<file path="config.mk">
export PLATFORM = sky130hd
export DESIGN_NAME = window_alarm_with_delay
export DESIGN_NICKNAME = d
export VERILOG_FILES = /design/src/rtl/wad_pkg.sv /design/src/rtl/window_alarm_with_delay.sv /design/src/rtl/wad_cfg.sv /design/src/rtl/wad_in_stage.sv /design/src/rtl/wad_core.sv /design/src/rtl/wad_out_stage.sv
export SDC_FILE = /design/constraint.sdc
export NUM_CORES = 2
export LEC_CHECK = 0
export BUFFER_PORTS_ARGS = -buffer_cell sky130_fd_sc_hd__buf_4
export CAP_MARGIN = 20
export CORE_ASPECT_RATIO = 1.1
export CORE_MARGIN = 2
export CORE_UTILIZATION = 40
export DETAILED_ROUTE_END_ITERATION = 10
export HOLD_SLACK_MARGIN = 0.12
export SYNTH_ARGS = -nofsm -noshare
export SYNTH_HDL_FRONTEND = slang
export SYNTH_SLANG_ARGS = --single-unit
</file>
<file path="constraint.sdc">
create_clock -name clk -period 8.91 [get_ports clk]
set_input_delay 0.4455 -clock clk [delete_from_list [all_inputs] [get_ports clk]]
set_output_delay 0.4455 -clock clk [all_outputs]
set_load 0.01 [all_outputs]
</file>
<file path="src/rtl/wad_pkg.sv">
// ----------------------------------------------------------------------------
// wad_pkg
// shared types and constants of the window alarm with delay timers
// ----------------------------------------------------------------------------
package wad_pkg;

  localparam int unsigned CHANNELS = 8;
  localparam int unsigned TIMERS   = 16;

  localparam logic signed [15:0] UNUSED_MARK = -16'sd32767;

  localparam logic [10:0] DELAY_MAX    = 11'd1092;
  localparam logic [15:0] MINUTE_TICKS = 16'd60;

  // sensor type codes
  localparam logic [1:0] TYPE_DIGITAL = 2'd0;
  localparam logic [1:0] TYPE_NTC     = 2'd1;
  localparam logic [1:0] TYPE_DIG_EXT = 2'd2;

  localparam logic [2:0] NTC_CHANNELS = 3'd3;
  localparam logic [2:0] EXT_FIRST    = 3'd5;

  // item kinds
  localparam logic CMD_TICK   = 1'b0;
  localparam logic CMD_SAMPLE = 1'b1;

  // register indexes
  localparam logic [2:0] REG_TEMP_UPPER    = 3'd0;
  localparam logic [2:0] REG_TEMP_LOWER    = 3'd1;
  localparam logic [2:0] REG_HUMI_UPPER    = 3'd2;
  localparam logic [2:0] REG_HUMI_LOWER    = 3'd3;
  localparam logic [2:0] REG_DELAY_MINUTES = 3'd4;
  localparam logic [2:0] REG_SENSOR_TYPE   = 3'd5;
  localparam logic [2:0] REG_ACTIVE_COUNT  = 3'd6;
  localparam logic [2:0] REG_INVALID_MARK  = 3'd7;

  typedef struct packed {
    logic signed [15:0] temp_upper;
    logic signed [15:0] temp_lower;
    logic signed [15:0] humi_upper;
    logic signed [15:0] humi_lower;
    logic [10:0]        delay_minutes;
    logic [1:0]         sensor_type;
    logic [3:0]         active_count;
    logic signed [15:0] invalid_mark;
  } cfg_t;

  typedef struct packed {
    logic signed [15:0] humi_value;
    logic signed [15:0] temp_value;
    logic [2:0]         channel;
    logic               command;
  } item_t;

  typedef struct packed {
    logic [7:0] humi_out_mask;
    logic [7:0] temp_out_mask;
    logic [7:0] humi_alarm_mask;
    logic [7:0] temp_alarm_mask;
  } result_t;

  // handshake between the stages
  typedef struct packed {
    logic in_valid;
    logic out_free;
  } stage_ctl_t;

  function automatic logic chan_active(input logic [2:0] c, input cfg_t cfg);
    logic act;
    act = 1'b0;
    if ({1'b0, c} < 4'(CHANNELS)) begin
      if (cfg.sensor_type == TYPE_NTC) begin
        act = (c < NTC_CHANNELS);
      end else begin
        act = ({1'b0, c} < cfg.active_count) ||
              (cfg.sensor_type == TYPE_DIG_EXT && c >= EXT_FIRST);
      end
    end
    return act;
  endfunction

endpackage

</file>
<file path="src/rtl/window_alarm_with_delay.sv">
// ----------------------------------------------------------------------------
// window_alarm_with_delay
// eight-channel temperature and humidity window alarm with delay timers
//
//   group    dir  payload
//   s_axis   in   tuser: command; tdata: channel, temp_value, humi_value
//   m_axis   out  tdata: temp/humi alarm masks, temp/humi out masks
//   cfg      in   cfg_we, cfg_index, cfg_data
//
// one transaction per cycle sustained while the master side takes results;
// a result is offered once its input has passed the input register, then
// the result register
// rst is synchronous and clears masks, timers, config and both stages
// a stalled master side holds the result; the input register still fills
// ----------------------------------------------------------------------------
module window_alarm_with_delay
  import wad_pkg::*;
(
  input  logic        clk,
  input  logic        rst,
  input  logic        s_axis_tvalid,
  output logic        s_axis_tready,
  input  logic [39:0] s_axis_tdata,   // channel, temp_value, humi_value, zero pad
  input  logic        s_axis_tuser,   // command
  output logic        m_axis_tvalid,
  input  logic        m_axis_tready,
  output logic [31:0] m_axis_tdata,   // temp_alarm, humi_alarm, temp_out, humi_out
  input  logic        cfg_we,
  input  logic [2:0]  cfg_index,
  input  logic [15:0] cfg_data
);

  cfg_t       cfg;
  item_t      in_item, item;
  result_t    res, out_res;
  stage_ctl_t ctl;
  logic       go, in_vld, out_free;

  assign in_item.command    = s_axis_tuser;
  assign in_item.channel    = s_axis_tdata[2:0];
  assign in_item.temp_value = s_axis_tdata[18:3];
  assign in_item.humi_value = s_axis_tdata[34:19];

  assign ctl.in_valid = in_vld;
  assign ctl.out_free = out_free;

  wad_cfg u_cfg (
    .clk       (clk),
    .rst       (rst),
    .cfg_we    (cfg_we),
    .cfg_index (cfg_index),
    .cfg_data  (cfg_data),
    .cfg       (cfg)
  );

  wad_in_stage u_in (
    .clk      (clk),
    .rst      (rst),
    .in_valid (s_axis_tvalid),
    .in_ready (s_axis_tready),
    .in_item  (in_item),
    .take     (go),
    .vld      (in_vld),
    .item     (item)
  );

  wad_core u_core (
    .clk  (clk),
    .rst  (rst),
    .cfg  (cfg),
    .ctl  (ctl),
    .item (item),
    .go   (go),
    .res  (res)
  );

  wad_out_stage u_out (
    .clk       (clk),
    .rst       (rst),
    .load      (go),
    .res       (res),
    .free      (out_free),
    .out_valid (m_axis_tvalid),
    .out_ready (m_axis_tready),
    .out_res   (out_res)
  );

  assign m_axis_tdata = out_res;

endmodule

</file>
<file path="src/rtl/wad_cfg.sv">
// ----------------------------------------------------------------------------
// wad_cfg
// configuration register file, written by index
// ----------------------------------------------------------------------------
module wad_cfg
  import wad_pkg::*;
(
  input  logic        clk,
  input  logic        rst,
  input  logic        cfg_we,
  input  logic [2:0]  cfg_index,
  input  logic [15:0] cfg_data,
  output cfg_t        cfg
);

  always_ff @(posedge clk) begin
    if (rst) begin
      cfg <= '0;
    end else if (cfg_we) begin
      unique case (cfg_index)
        REG_TEMP_UPPER:    cfg.temp_upper    <= cfg_data;
        REG_TEMP_LOWER:    cfg.temp_lower    <= cfg_data;
        REG_HUMI_UPPER:    cfg.humi_upper    <= cfg_data;
        REG_HUMI_LOWER:    cfg.humi_lower    <= cfg_data;
        REG_DELAY_MINUTES: cfg.delay_minutes <= cfg_data[10:0];
        REG_SENSOR_TYPE:   cfg.sensor_type   <= cfg_data[1:0];
        REG_ACTIVE_COUNT:  cfg.active_count  <= cfg_data[3:0];
        REG_INVALID_MARK:  cfg.invalid_mark  <= cfg_data;
        default:           cfg.invalid_mark  <= cfg.invalid_mark;
      endcase
    end
  end

endmodule

</file>
<file path="src/rtl/wad_in_stage.sv">
// ----------------------------------------------------------------------------
// wad_in_stage
// input register, refilled in the cycle it is consumed
// ----------------------------------------------------------------------------
module wad_in_stage
  import wad_pkg::*;
(
  input  logic  clk,
  input  logic  rst,
  input  logic  in_valid,
  output logic  in_ready,
  input  item_t in_item,
  input  logic  take,
  output logic  vld,
  output item_t item
);

  assign in_ready = !vld || take;

  always_ff @(posedge clk) begin
    if (rst) begin
      vld <= 1'b0;
    end else if (in_valid && in_ready) begin
      vld <= 1'b1;
    end else if (take) begin
      vld <= 1'b0;
    end
  end

  always_ff @(posedge clk) begin
    if (in_valid && in_ready) begin
      item <= in_item;
    end
  end

endmodule

</file>
<file path="src/rtl/wad_core.sv">
// ----------------------------------------------------------------------------
// wad_core
// channel masks, sixteen delay timers and the per-item update
// ----------------------------------------------------------------------------
module wad_core
  import wad_pkg::*;
(
  input  logic       clk,
  input  logic       rst,
  input  cfg_t       cfg,
  input  stage_ctl_t ctl,
  input  item_t      item,
  output logic       go,
  output result_t    res
);

  logic [7:0]  temp_out, humi_out, temp_alarm, humi_alarm;
  logic [7:0]  temp_out_next, humi_out_next, temp_alarm_next, humi_alarm_next;
  logic [15:0] cnt [TIMERS];
  logic [15:0] cnt_next [TIMERS];
  logic [TIMERS-1:0] run, run_next, expd, expd_next;

  logic [10:0] mins;
  logic [15:0] limit;
  logic [7:0]  active;
  logic [2:0]  ch;
  logic [3:0]  th;
  logic        t_skip, h_skip, t_outside, h_outside;

  assign go = ctl.in_valid && ctl.out_free;
  assign ch = item.channel;
  assign th = {1'b1, ch};

  assign mins  = (cfg.delay_minutes > DELAY_MAX) ? DELAY_MAX : cfg.delay_minutes;
  assign limit = 16'(mins) * MINUTE_TICKS;

  always_comb begin
    for (int c = 0; c < 8; c++) begin
      active[c] = chan_active(3'(c), cfg);
    end
  end

  assign t_skip = (item.temp_value == cfg.invalid_mark) ||
                  (cfg.sensor_type != TYPE_NTC && item.temp_value == UNUSED_MARK);
  assign h_skip = (item.humi_value == cfg.invalid_mark) ||
                  (cfg.sensor_type != TYPE_NTC && item.humi_value == UNUSED_MARK);
  assign t_outside = (item.temp_value > cfg.temp_upper) ||
                     (item.temp_value < cfg.temp_lower);
  assign h_outside = (item.humi_value > cfg.humi_upper) ||
                     (item.humi_value < cfg.humi_lower);

  always_comb begin
    temp_out_next   = temp_out;
    humi_out_next   = humi_out;
    temp_alarm_next = temp_alarm;
    humi_alarm_next = humi_alarm;
    cnt_next        = cnt;
    run_next        = run;
    expd_next       = expd;
    if (go) begin
      if (item.command == CMD_TICK) begin
        for (int t = 0; t < TIMERS; t++) begin
          if (run[t]) begin
            cnt_next[t] = cnt[t] + 16'd1;
            if (cnt_next[t] > limit) begin
              expd_next[t] = 1'b1;
              run_next[t]  = 1'b0;
            end
          end
        end
      end else begin
        // inactive channels are cleared on every sample
        for (int c = 0; c < 8; c++) begin
          if (!active[c]) begin
            temp_out_next[c]   = 1'b0;
            humi_out_next[c]   = 1'b0;
            temp_alarm_next[c] = 1'b0;
            humi_alarm_next[c] = 1'b0;
            cnt_next[c]        = '0;
            run_next[c]        = 1'b0;
            expd_next[c]       = 1'b0;
            cnt_next[c+8]      = '0;
            run_next[c+8]      = 1'b0;
            expd_next[c+8]     = 1'b0;
          end
        end
        if (active[ch]) begin
          if (!t_skip) begin
            if (t_outside) begin
              if (!temp_out[ch]) begin
                cnt_next[{1'b0, ch}]  = '0;
                run_next[{1'b0, ch}]  = 1'b1;
                expd_next[{1'b0, ch}] = 1'b0;
              end
              temp_out_next[ch] = 1'b1;
            end else begin
              temp_out_next[ch]     = 1'b0;
              temp_alarm_next[ch]   = 1'b0;
              cnt_next[{1'b0, ch}]  = '0;
              run_next[{1'b0, ch}]  = 1'b0;
              expd_next[{1'b0, ch}] = 1'b0;
            end
          end
          if (!h_skip) begin
            if (h_outside) begin
              if (!humi_out[ch]) begin
                cnt_next[th]  = '0;
                run_next[th]  = 1'b1;
                expd_next[th] = 1'b0;
              end
              humi_out_next[ch] = 1'b1;
            end else begin
              humi_out_next[ch]   = 1'b0;
              humi_alarm_next[ch] = 1'b0;
              cnt_next[th]        = '0;
              run_next[th]        = 1'b0;
              expd_next[th]       = 1'b0;
            end
          end
        end
        // an expired timer latches the alarm of the sampled channel
        if (expd_next[{1'b0, ch}]) begin
          expd_next[{1'b0, ch}] = 1'b0;
          temp_alarm_next[ch]   = 1'b1;
        end
        if (expd_next[th]) begin
          expd_next[th]       = 1'b0;
          humi_alarm_next[ch] = 1'b1;
        end
      end
    end
  end

  always_ff @(posedge clk) begin
    if (rst) begin
      temp_out   <= '0;
      humi_out   <= '0;
      temp_alarm <= '0;
      humi_alarm <= '0;
      run        <= '0;
      expd       <= '0;
    end else begin
      temp_out   <= temp_out_next;
      humi_out   <= humi_out_next;
      temp_alarm <= temp_alarm_next;
      humi_alarm <= humi_alarm_next;
      run        <= run_next;
      expd       <= expd_next;
    end
  end

  always_ff @(posedge clk) begin
    if (rst) begin
      cnt <= '{default: '0};
    end else begin
      cnt <= cnt_next;
    end
  end

  assign res.temp_alarm_mask = temp_alarm_next;
  assign res.humi_alarm_mask = humi_alarm_next;
  assign res.temp_out_mask   = temp_out_next;
  assign res.humi_out_mask   = humi_out_next;

endmodule

</file>
<file path="src/rtl/wad_out_stage.sv">
// ----------------------------------------------------------------------------
// wad_out_stage
// result register holding one transaction for the master side
// ----------------------------------------------------------------------------
module wad_out_stage
  import wad_pkg::*;
(
  input  logic    clk,
  input  logic    rst,
  input  logic    load,
  input  result_t res,
  output logic    free,
  output logic    out_valid,
  input  logic    out_ready,
  output result_t out_res
);

  assign free = !out_valid || out_ready;

  always_ff @(posedge clk) begin
    if (rst) begin
      out_valid <= 1'b0;
    end else if (load) begin
      out_valid <= 1'b1;
    end else if (out_ready) begin
      out_valid <= 1'b0;
    end
  end

  always_ff @(posedge clk) begin
    if (load) begin
      out_res <= res;
    end
  end

endmodule
</file>
==> results.cfg <==
[timing]
max_slew.worst_pin.slew_ps = 1100
timing.final.setup_violations = 0
skew_ps = 22.7
timing.slew.headroom_pct = 26.3
finalHoldViolations = 0
shortest_period_the_worst_path_allows_ps = 6410
worst_slack_ps = 2500
final_period_utilization_pct = 71.9
finalMaxSlewViolations = 0
grt_setup_unrepaired = false
clock.fmax_mhz = 156
tns_ps = 0

[power_and_ir_drop]
cell_internal_pwr_mw = 4.06
design_power_total_mw = 5.57
combinationalPowerShare_pct = 11.9
powerDensity_nw_per_um2 = 154
clockPowerShare_pct = 47.1
power.share.switching_pct = 27.1
vdd_drop_max_uv = 186
power_switching_mw = 1.51
pwr-share-seq_pct = 41.0
p_leak_nw = 13.8

[finish]
finish.net_count = 4299
area_growth_pct = 14.0
layout.cell_area.non_filler_um2 = 36300
final.fill_count = 7824
post_route_cells_drive_above_1_share_pct = 7.83
diodes = 0

[critical_path]
critical_path.endpoint_type = flop
largest_fanout_on_the_critical_path = 17
timing_worst_setup_path_type = flop to flop
cp.arrival_ps = 6940
start_kind = flop
cp.required_ps = 9440
cp_slowest_stage_delay_ps = 950
worstPathCellList = nor3_1, a21boi_0, o41ai_2, buf_4, and2_1, buf_4, ha_1, fa_1, inv_1, fa_1, nor2b_4, o2111a_1, o31ai_2, and2_1, buf_4, a21oi_1, o21a_1, o21a_1, o41ai_1, nand2_1, a32o_1
slowest_stage = sky130_fd_sc_hd__and2_1
critPathMostFrequentCell = sky130_fd_sc_hd__buf_4

[synthesis]
post_synthesis_instance_area_um2 = 31900
async_sr_flop_fraction_pct = 0
synth_area_per_cell_um2 = 8.22
ys_dominant_reg_cell = sky130_fd_sc_hd__dfxtp_1
ys_ff_latch = 487
synth_cells = 3877
synthDistinctLibCells = 90
net_count_after_synthesis = 4230
synthesis.yosys.warnings = 0
synth_edf_count = 68
ys_seq_area_share_pct = 32.7

[clocking]
worst_skew_pair.late_latency_ps = 650
clock_sink_count = 487
cts_buf_count = 57
clock_root_buffer = sky130_fd_sc_hd__clkbuf_16
cts.repair_timing.setup_buffer_count = 0
cts.path.max_buffers = 3
tritoncts = yes
cts_hold_buffers = 53
post_cts.resized_instances = 0
htree_levels = 2
cts.clk_slew.worst_paths_ps = 60

[detailed_routing]
drt_first_pass_iters = 5
drt_first_iter_violations = 2367
ant_nets = 0
avgRoutedWirePerCell_um = 20.2
drc_errors = 0
drt_wl_total_um = 102000
route.detailed.vias_per_inst = 5.74
route.vias.total = 28900

[die]
placement_rows = 108
die-width_um = 273
fp.coreArea_um2 = 78900
number_of_top_level_design_ports = 99
initial_core_util_pct = 40.4
area_of_the_die_um2 = 81900
die_h_um = 300

[global_route]
grt_pass1_vias = 27500
globalRouteOverflowTotal = 0
grt_usage_pct = 24.4
grt_pass1_wl_um = 158000
grt_max_degree = 101
initial_antenna_violation_count = 3

[place]
place.gp.congestion = 0.876
dpl_cell_area_um2 = 33700
place_hpwl_um = 68600
dpl_worst_slack_ps = 2460
port_buffers = 93

[hold_path]
hold_path.class = primary input to flop

[run]
drv.max_cap_violation_count = 0

[outcome]
status = complete, no violations
==> cells by family after synthesis <==
| family | Yosys count | synth area share (%) |
|---|---|---|
| compound gates | 1010 | 20.5 |
| xor+xnor | 319 | 8.90 |
| fa+ha+maj | 317 | 12.6 |
| buf+inv | 356 | 4.34 |
| flops | 487 | 32.7 |
| mux | 17 | 0.550 |
| simple gates | 1371 | 20.5 |
==> state kept, by name, summed over array words and instances, names as in the netlist <==
signal	count
u_core.run	16
u_core.temp_out	8
u_cfg.cfg	97
u_core.humi_alarm	8
u_in.item	36
u_core.cnt	256
u_core.expd	16
u_out.out_valid	1
u_in.vld	1
u_core.humi_out	8
u_out.out_res	32
u_core.temp_alarm	8
==> critical path, delay by kind of cell (launching register included) <==
family,cells,cell delay (ps)
AOI/OAI and AO/OA,9,2190
and+or+nand+nor,5,1490
buffers and inverters,4,1130
adders and majority gates,3,1070
DFF,1,370
==> cells in the mapped netlist (39+ instances only) <==
cell type / number / area (um2)
sky130_fd_sc_hd__nand3_1: 148 / 741
sky130_fd_sc_hd__o21ai_0: 186 / 931
sky130_fd_sc_hd__edfxtp_1: 68 / 2040
sky130_fd_sc_hd__a21o_1: 53 / 398
sky130_fd_sc_hd__a211oi_1: 39 / 293
sky130_fd_sc_hd__inv_1: 162 / 608
sky130_fd_sc_hd__xor2_1: 110 / 963
sky130_fd_sc_hd__clkbuf_1: 150 / 563
sky130_fd_sc_hd__nand4_1: 89 / 557
sky130_fd_sc_hd__nor3_1: 93 / 465
sky130_fd_sc_hd__a22o_1: 70 / 613
sky130_fd_sc_hd__nor2_1: 297 / 1110
sky130_fd_sc_hd__a21oi_1: 364 / 1820
sky130_fd_sc_hd__ha_1: 274 / 3430
sky130_fd_sc_hd__and2_1: 56 / 350
sky130_fd_sc_hd__dfxtp_1: 419 / 8390
sky130_fd_sc_hd__xnor2_1: 206 / 1800
sky130_fd_sc_hd__and3_1: 59 / 369
sky130_fd_sc_hd__nand2_1: 468 / 1760
==> per-layer routing <==
layer / vias to the layer above / GRT usage, % / share of wire, %
met3: 187 / 4.15 / 6.4
met2: 871 / 41.1 / 47
met1: 13800 / 31.6 / 44
met4: 0 / 8.39 / 3.4
li1: 14100 / - / -
met5: - / 0 / 0
==> cells in the final DEF, fill, tap and decap left out, types with 60 or more instances in the layout <==
master,n
sky130_fd_sc_hd__nor3_1,91
sky130_fd_sc_hd__dfxtp_1,419
sky130_fd_sc_hd__xor2_1,105
sky130_fd_sc_hd__o21ai_0,186
sky130_fd_sc_hd__ha_1,274
sky130_fd_sc_hd__buf_4,145
sky130_fd_sc_hd__nand4_1,89
sky130_fd_sc_hd__inv_1,160
sky130_fd_sc_hd__a21oi_1,364
sky130_fd_sc_hd__nand3_1,148
sky130_fd_sc_hd__nor2_1,294
sky130_fd_sc_hd__edfxtp_1,68
sky130_fd_sc_hd__nand2_1,467
sky130_fd_sc_hd__a22o_1,70
sky130_fd_sc_hd__clkbuf_16,60
sky130_fd_sc_hd__xnor2_1,205
==> cell type report <==
class                           instances  area (um2)  share of cell area [%]
Clock buffer                           68        1570                    4.33
Clock inverter                         40         518                    1.43
Timing Repair Buffer                  203        1670                    4.59
Sequential cell                       487       10400                    28.7
Tap cell                             1045        1310                    3.60
Multi-Input combinational cell       3034       20200                    55.6
Inverter                              163         614                    1.69
==> final timing paths <==
path	cells past startpoint	startpoint	slack (ps)	endpoint
max	21	u_cfg.cfg[26]	2500	u_core.expd[13]
min	3	cfg_data[0]	140	u_cfg.cfg[33]
max reg2reg	21	u_cfg.cfg[26]	2500	u_core.expd[13]
min reg2reg	2	u_cfg.cfg[39]	450	u_cfg.cfg[39]
==> stage by stage <==
step | hold WS (ps) | util, % | cells
after floorplan | 419 | - | 3877
after global placement | 442 | 42.6 | 4873
after detailed placement | 447 | 42.7 | 4876
after CTS | 120 | 46.0 | 5037
after global routing | 159 | 46.0 | 5040
final | 140 | 46.0 | 5040
==> power by group through the flow <==
stage	sequential (mW)	combinational (mW)	clock, mW
6_report	2.29	0.664	2.62
3_3_place_gp	2.33	0.629	0
3_5_place_dp	2.33	0.636	0
2_1_floorplan	2.32	0.398	0
5_1_grt	2.29	0.724	2.76
4_1_cts	2.29	0.657	2.67
Note: power is estimated with default switching activity, not from simulation.
